$ cat src/hw/rtl/sia_pkg.sv
// ----------------------------------------------------------------------------
// sia_pkg
// Shared widths, opcodes, step codes and word types for the signed ALU.
// ----------------------------------------------------------------------------
package sia_pkg;

  localparam int DATA_WIDTH = 24;
  localparam int CNT_W      = $clog2(DATA_WIDTH);
  localparam int STEP_W     = 3;

  localparam logic [1:0] OP_ADD = 2'd0;
  localparam logic [1:0] OP_SUB = 2'd1;
  localparam logic [1:0] OP_MUL = 2'd2;
  localparam logic [1:0] OP_DIV = 2'd3;

  localparam logic [STEP_W-1:0] STEP_HOLD = 3'd0;
  localparam logic [STEP_W-1:0] STEP_LOAD = 3'd1;
  localparam logic [STEP_W-1:0] STEP_ALU  = 3'd2;
  localparam logic [STEP_W-1:0] STEP_NEGA = 3'd3;
  localparam logic [STEP_W-1:0] STEP_NEGB = 3'd4;
  localparam logic [STEP_W-1:0] STEP_MUL  = 3'd5;
  localparam logic [STEP_W-1:0] STEP_DIV  = 3'd6;
  localparam logic [STEP_W-1:0] STEP_FIX  = 3'd7;

  typedef struct packed {
    logic signed [DATA_WIDTH-1:0] operand_a;
    logic signed [DATA_WIDTH-1:0] operand_b;
    logic [1:0]                   opcode;
  } in_word_t;

  typedef struct packed {
    logic signed [DATA_WIDTH-1:0] result;
    logic                         div_by_zero;
  } out_word_t;

  typedef struct packed {
    logic              sub;
    logic [STEP_W-1:0] step;
  } ctrl_t;

endpackage

$ cat src/hw/rtl/sia_addsub.sv
// ----------------------------------------------------------------------------
// sia_addsub
// Shared add/subtract unit, one bit wider than the data path.
// ----------------------------------------------------------------------------
module sia_addsub (
  input  logic [sia_pkg::DATA_WIDTH:0] x,
  input  logic [sia_pkg::DATA_WIDTH:0] y,
  input  logic                         sub,
  output logic [sia_pkg::DATA_WIDTH:0] sum
);

  assign sum = x + (y ^ {(sia_pkg::DATA_WIDTH+1){sub}})
             + {{sia_pkg::DATA_WIDTH{1'b0}}, sub};

endmodule

$ cat src/hw/rtl/sia_dpath.sv
// ----------------------------------------------------------------------------
// sia_dpath
// Operand, accumulator and shift registers around the shared adder; one
// step per cycle for add, subtract, shift-add multiply and restoring divide.
// ----------------------------------------------------------------------------
module sia_dpath (
  input  logic                          clk,
  input  sia_pkg::ctrl_t                ctrl,
  input  sia_pkg::in_word_t             in_word,
  output logic [sia_pkg::DATA_WIDTH-1:0] result
);

  localparam int W = sia_pkg::DATA_WIDTH;

  logic [W:0]   acc_r, acc_nxt;
  logic [W-1:0] mq_r, mq_nxt;
  logic [W-1:0] md_r, md_nxt;
  logic         neg_r, neg_nxt;

  logic [W:0]   add_x, add_y, add_sum;
  logic         add_sub;

  sia_addsub u_addsub (
    .x   (add_x),
    .y   (add_y),
    .sub (add_sub),
    .sum (add_sum)
  );

  always_comb begin
    add_x   = '0;
    add_y   = {1'b0, md_r};
    add_sub = 1'b0;
    acc_nxt = acc_r;
    mq_nxt  = mq_r;
    md_nxt  = md_r;
    neg_nxt = neg_r;
    unique case (ctrl.step)
      sia_pkg::STEP_LOAD: begin
        acc_nxt = '0;
        mq_nxt  = in_word.operand_a;
        md_nxt  = in_word.operand_b;
        neg_nxt = in_word.operand_a[W-1] ^ in_word.operand_b[W-1];
      end
      sia_pkg::STEP_ALU: begin
        add_x   = {1'b0, mq_r};
        add_sub = ctrl.sub;
        acc_nxt = add_sum;
      end
      sia_pkg::STEP_NEGA: begin
        add_y   = {1'b0, mq_r};
        add_sub = 1'b1;
        if (mq_r[W-1]) begin
          mq_nxt = add_sum[W-1:0];
        end
      end
      sia_pkg::STEP_NEGB: begin
        add_sub = 1'b1;
        if (md_r[W-1]) begin
          md_nxt = add_sum[W-1:0];
        end
      end
      sia_pkg::STEP_MUL: begin
        add_x  = acc_r;
        if (mq_r[0]) begin
          acc_nxt = add_sum;
        end
        mq_nxt = {1'b0, mq_r[W-1:1]};
        md_nxt = {md_r[W-2:0], 1'b0};
      end
      sia_pkg::STEP_DIV: begin
        add_x   = {acc_r[W-1:0], mq_r[W-1]};
        add_sub = 1'b1;
        acc_nxt = add_sum[W] ? add_x : add_sum;
        mq_nxt  = {mq_r[W-2:0], ~add_sum[W]};
      end
      sia_pkg::STEP_FIX: begin
        add_y   = {1'b0, mq_r};
        add_sub = neg_r;
        acc_nxt = add_sum;
      end
      default: begin
      end
    endcase
  end

  always_ff @(posedge clk) begin
    acc_r <= acc_nxt;
    mq_r  <= mq_nxt;
    md_r  <= md_nxt;
    neg_r <= neg_nxt;
  end

  assign result = acc_r[W-1:0];

endmodule

$ cat src/hw/rtl/signed_int24_alu_unit.sv
// ----------------------------------------------------------------------------
// signed_int24_alu_unit
// Signed 24-bit ALU: add, subtract, multiply (low bits) and divide toward zero.
// ----------------------------------------------------------------------------
// A word is taken when start is high and busy is low. Its result appears on
// out_word for exactly one cycle with out_valid high and cannot be held off.
// All work runs through one shared adder under a small sequencer: add and
// subtract take one ALU step, multiply one shift-add per operand bit, divide
// two magnitude steps, one restoring step per quotient bit and one sign fix;
// a divide by zero gives out_valid in the cycle after acceptance. busy is low
// in the cycle out_valid is high, so the next word may be taken in that same
// cycle.
module signed_int24_alu_unit (
  input  logic               clk,
  input  logic               rst_n,
  input  logic               start,
  output logic               busy,
  input  sia_pkg::in_word_t  in_word,
  output logic               out_valid,
  output sia_pkg::out_word_t out_word
);

  localparam int W      = sia_pkg::DATA_WIDTH;
  localparam int CNT_W  = sia_pkg::CNT_W;
  localparam int ST_W   = 3;

  localparam logic [ST_W-1:0] S_IDLE = 3'd0;
  localparam logic [ST_W-1:0] S_ALU  = 3'd1;
  localparam logic [ST_W-1:0] S_NEGA = 3'd2;
  localparam logic [ST_W-1:0] S_NEGB = 3'd3;
  localparam logic [ST_W-1:0] S_MUL  = 3'd4;
  localparam logic [ST_W-1:0] S_DIV  = 3'd5;
  localparam logic [ST_W-1:0] S_FIX  = 3'd6;
  localparam logic [ST_W-1:0] S_OUT  = 3'd7;

  logic [ST_W-1:0]  state_r, state_nxt;
  logic [CNT_W-1:0] cnt_r, cnt_nxt;
  logic [1:0]       op_r, op_nxt;
  logic             dz_r, dz_nxt;
  logic             accept, cnt_last, b_zero;
  logic [W-1:0]     dp_result;
  sia_pkg::ctrl_t   ctrl;

  assign busy     = (state_r != S_IDLE) && (state_r != S_OUT);
  assign accept   = start && !busy;
  assign cnt_last = (cnt_r == CNT_W'(W-1));
  assign b_zero   = (in_word.operand_b == '0);

  always_comb begin
    state_nxt = state_r;
    cnt_nxt   = cnt_r;
    op_nxt    = op_r;
    dz_nxt    = dz_r;
    ctrl.sub  = (op_r == sia_pkg::OP_SUB);
    ctrl.step = sia_pkg::STEP_HOLD;
    unique case (state_r) inside
      S_IDLE, S_OUT: begin
        state_nxt = S_IDLE;
        if (accept) begin
          ctrl.step = sia_pkg::STEP_LOAD;
          op_nxt    = in_word.opcode;
          dz_nxt    = 1'b0;
          cnt_nxt   = '0;
          unique case (in_word.opcode) inside
            sia_pkg::OP_ADD, sia_pkg::OP_SUB: state_nxt = S_ALU;
            sia_pkg::OP_MUL:                  state_nxt = S_MUL;
            default: begin
              if (b_zero) begin
                dz_nxt    = 1'b1;
                state_nxt = S_OUT;
              end else begin
                state_nxt = S_NEGA;
              end
            end
          endcase
        end
      end
      S_ALU: begin
        ctrl.step = sia_pkg::STEP_ALU;
        state_nxt = S_OUT;
      end
      S_NEGA: begin
        ctrl.step = sia_pkg::STEP_NEGA;
        state_nxt = S_NEGB;
      end
      S_NEGB: begin
        ctrl.step = sia_pkg::STEP_NEGB;
        state_nxt = S_DIV;
      end
      S_MUL: begin
        ctrl.step = sia_pkg::STEP_MUL;
        cnt_nxt   = cnt_r + 1'b1;
        if (cnt_last) begin
          state_nxt = S_OUT;
        end
      end
      S_DIV: begin
        ctrl.step = sia_pkg::STEP_DIV;
        cnt_nxt   = cnt_r + 1'b1;
        if (cnt_last) begin
          state_nxt = S_FIX;
        end
      end
      S_FIX: begin
        ctrl.step = sia_pkg::STEP_FIX;
        state_nxt = S_OUT;
      end
      default: begin
        state_nxt = S_IDLE;
      end
    endcase
  end

  always_ff @(posedge clk) begin
    if (!rst_n) begin
      state_r <= S_IDLE;
      cnt_r   <= '0;
    end else begin
      state_r <= state_nxt;
      cnt_r   <= cnt_nxt;
    end
    op_r <= op_nxt;
    dz_r <= dz_nxt;
  end

  sia_dpath u_dpath (
    .clk     (clk),
    .ctrl    (ctrl),
    .in_word (in_word),
    .result  (dp_result)
  );

  assign out_valid            = (state_r == S_OUT);
  assign out_word.result      = dp_result;
  assign out_word.div_by_zero = dz_r;

  a_valid_not_busy: assert property (@(posedge clk) disable iff (!rst_n)
    out_valid |-> !busy)
    else $error("result strobe while busy");

  a_dz_zero: assert property (@(posedge clk) disable iff (!rst_n)
    (out_valid && out_word.div_by_zero) |-> (out_word.result == '0))
    else $error("divide by zero result not zero");

  a_dz_fast: assert property (@(posedge clk) disable iff (!rst_n)
    (accept && (in_word.opcode == sia_pkg::OP_DIV) && b_zero)
      |=> (out_valid && out_word.div_by_zero))
    else $error("divide by zero not reported next cycle");

  a_add_lat: assert property (@(posedge clk) disable iff (!rst_n)
    (accept && ((in_word.opcode == sia_pkg::OP_ADD) ||
                (in_word.opcode == sia_pkg::OP_SUB)))
      |-> ##2 (out_valid && !out_word.div_by_zero))
    else $error("add/subtract result late");

endmodule

$ cat config.mk
export PLATFORM = sky130hd
export DESIGN_NAME = signed_int24_alu_unit
export DESIGN_NICKNAME = d
export VERILOG_FILES = /design/src/hw/rtl/sia_pkg.sv /design/src/hw/rtl/sia_addsub.sv /design/src/hw/rtl/sia_dpath.sv /design/src/hw/rtl/signed_int24_alu_unit.sv
export SDC_FILE = /design/constraint.sdc
export NUM_CORES = 1
export LEC_CHECK = 0
export ABC_AREA = 1
export BUFFER_PORTS_ARGS = -buffer_cell sky130_fd_sc_hd__buf_2
export CORE_MARGIN = 8
export CORE_UTILIZATION = 62
export CTS_BUF_LIST = sky130_fd_sc_hd__clkbuf_8
export CTS_CLUSTER_DIAMETER = 80
export CTS_CLUSTER_SIZE = 24
export DETAILED_ROUTE_END_ITERATION = 12
export PLACE_DENSITY_LB_ADDON = 0.12
export SLEW_MARGIN = 20
export SYNTH_ARGS = -nofsm -noshare
export SYNTH_HDL_FRONTEND = slang
export SYNTH_SLANG_ARGS = --single-unit
$ cat constraint.sdc
create_clock -name clk -period 4.6 [get_ports clk]
set_input_delay 0.23 -clock clk [delete_from_list [all_inputs] [get_ports clk]]
set_output_delay 0.23 -clock clk [all_outputs]
set_load 0.01 [all_outputs]
==> out/results.ini <==
[die]
initial_core_util_pct = 62.81
fp.dieH_um = 123.1
coreArea_um2 = 11320
dieArea_um2 = 15150
die_x_um = 123.1
row_count = 39
io_pins = 80

[clocking]
ctsHoldBuffers = 0
root_buffer = clkbuf_8
clock_latency_ps = 380
htreeDepth = 3
tritoncts = yes
clk_path_buf_depth = 2
cts_num_sinks = 85
clk_pin_slew_ps = 90
cts_inserted_buffers = 9

[setup_path]
worst_setup_path_start_kind = flip-flop
worstPathArrival_ps = 4450
path_class = flip-flop to flip-flop
cp.required_ps = 4720
crit_slowest_cell = dfxtp_2
rrSetupSlack_ps = 270
crit-reg2reg-launch = state_r[0]
critical_path.top_delay_family = simple AND/OR/NAND/NOR gates
path_buf_inv = 7
crit_fanout = 12
max_stage_delay_ps = 390
reg2reg_depth = 27
cp-end-kind = flip-flop
timing.rr.end = u_dpath.acc_r[20]
cpMostUsedCell = nand2_1

[placed_design]
gp_congestion = 0.9977
dp_cells = 1134
place_ws_ps = 92.75
port_buffers = 79
hpwl_mm = 18.05

[final_layout]
nets = 1100
drive_gt1_share_pct = 16.63
n_fill_cell = 973
num_antenna_cells = 0
fin_cells = 1165
area_delta_synth_final_pct = 11.03

[status]
status = finished, final reports clean

[sta]
slew_headroom_pct = 24.21
hold_viol = 0
max_freq_ghz = 0.2309
fin_tns_setup_ps = 0
final.setup_skew_ps = 9.552
setup_viol_count_final = 0
holdWs_ps = 70.32
timing.final.ws_setup_ps = 268.2
period_share_pct = 94.17
slew_violations = 0
tightestPinTransition_ps = 1137
period_needed_ps = 4332

[synth]
ys_types = 47
syn_area_um2 = 7111
syn_inst = 950
yosysMostFrequentCell = nand2_1
synth.avg_cell_area_um2 = 7.485
yosysSeqAreaShare_pct = 34.77
yosysWarningCount = 0
synth.area.top_cells = edfxtp_1, nand2_1, inv_1, ha_1, xor2_1
synth_flop_cell = edfxtp_1
synth_fp_nets = 1033
yosys.area.top_type = edfxtp_1
synth_top_area_share_pct = 32.52
async_reset_ff_share_pct = 0
ys_ff_latch = 85
synth-edff-count = 77
synthTopCellsByCount = nand2_1, inv_1, edfxtp_1

[global_route]
grt_pass1_wl_mm = 35.75
antenna_found_initial = 0
grt.total_usage_pct = 30.66
grt_max_degree = 35
overflow = 0
grt_pass1_vias = 6764

[routing]
wirelength_mm = 23.32
drc = 0
post_drt_via_cell_ratio = 6.213
wl_per_cell_um = 20.02
num_vias = 7238
drt-initial-drc-count = 1085
first_pass_iters = 6
antenna_left = 0

[job]
timing.max_cap.violations = 0

[hold_path]
hold_start = in_word[0]
hp-class = primary input to flip-flop
hold_path_depth = 1
hold-path-endpoint = op_r[0]

-- flip-flops by register name, indices dropped and copies added (netlist names) --
register / flops
state_r: 3
u_dpath.md_r: 24
u_dpath.mq_r: 24
op_r: 2
u_dpath.acc_r: 25
dz_r: 1
cnt_r: 5
u_dpath.neg_r: 1
-- layout make-up --
type | count | area, um2 | area share, %
multi-input cells | 698 | 3919 | 49.64
well taps | 143 | 178.9 | 2.266
clock buffers | 9 | 123.9 | 1.569
flip-flops and latches | 85 | 2475 | 31.35
repair buffers | 119 | 711.9 | 9.017
inverters | 104 | 395.4 | 5.008
clock inverters | 7 | 91.34 | 1.157
-- per-stage QoR --
stage	area [um2]	utilization [%]
floorplan	7111	-
global placement	7526	66.48
detailed placement	7526	66.48
CTS	7741	68.38
global route	7895	69.74
finish	7895	69.74
-- cells by family (layout without fill, tap and decap cells) --
kind of cell             count (synthesis)  in the layout  synth area share [%]
AO/OA/AOI/OAI                          216            216                 19.22
multiplexers                             1              1                0.1408
adder cells (fa/ha/maj)                 30             30                 5.385
flip-flops                              85             85                 34.77
XOR/XNOR                                41             41                 5.050
AND/OR/NAND/NOR                        410            410                 24.85
buffers and inverters                  167            239                 10.59
-- metal layers --
metal / up-vias / GRT usage (%) / share of wire, %
met5: - / 0 / 0
met4: 0 / 10.84 / 2.5
met3: 49 / 9.132 / 12
met2: 459 / 44.68 / 42
met1: 3337 / 42.41 / 43
li1: 3393 / - / -
-- worst max path at each step --
stage / from / end / slack, ps / cells past startpoint
after floorplan: state_r[0] / u_dpath.acc_r[20] / 590 / 28
after global placement: state_r[0] / u_dpath.acc_r[13] / 240 / 26
after detailed placement: state_r[0] / u_dpath.acc_r[13] / 90 / 26
after CTS: state_r[0] / u_dpath.acc_r[21] / 60 / 25
after global routing: state_r[0] / u_dpath.acc_r[22] / -9 / 26
final: state_r[0] / u_dpath.acc_r[20] / 270 / 27
-- worst register-to-register path, delay by kind of cell, from the launching register on --
family                   cells  cell delay [ps]
buffers and inverters        7              880
adder cells (fa/ha/maj)      2              560
XOR/XNOR                     1              250
AO/OA/AOI/OAI                5              860
flip-flops                   1              390
AND/OR/NAND/NOR             12             1110
-- layout by cell type (no fill, tap or decap), types with 6 or more instances in the layout --
cell type / Yosys / layout
xor2_1: 37 / 35
edfxtp_1: 77 / 77
o211ai_1: 12 / 12
a221o_1: 13 / 13
nand4_1: 8 / 8
nor4_1: 9 / 9
a21oi_1: 64 / 64
o2111ai_1: 18 / 18
inv_1: 99 / 100
nor2_1: 49 / 48
dfxtp_1: 8 / 6
nand2_1: 255 / 254
nand2_2: 13 / 14
o22ai_1: 15 / 15
buf_2: 4 / 79
clkbuf_8: 0 / 9
buf_4: 25 / 38
ha_1: 29 / 29
nand3_1: 52 / 52
o21ai_0: 60 / 60
o221ai_1: 14 / 14
nor3_1: 11 / 10
-- repair_timing --
action                                  CTS  global route
endpoints found under the setup margin    0            41
resized for setup                         0             7
buffers inserted                          0            15
Power is left out: the tool's default activity adds up to more than one toggle a clock period on the data nets, which glitch-free logic cannot reach.
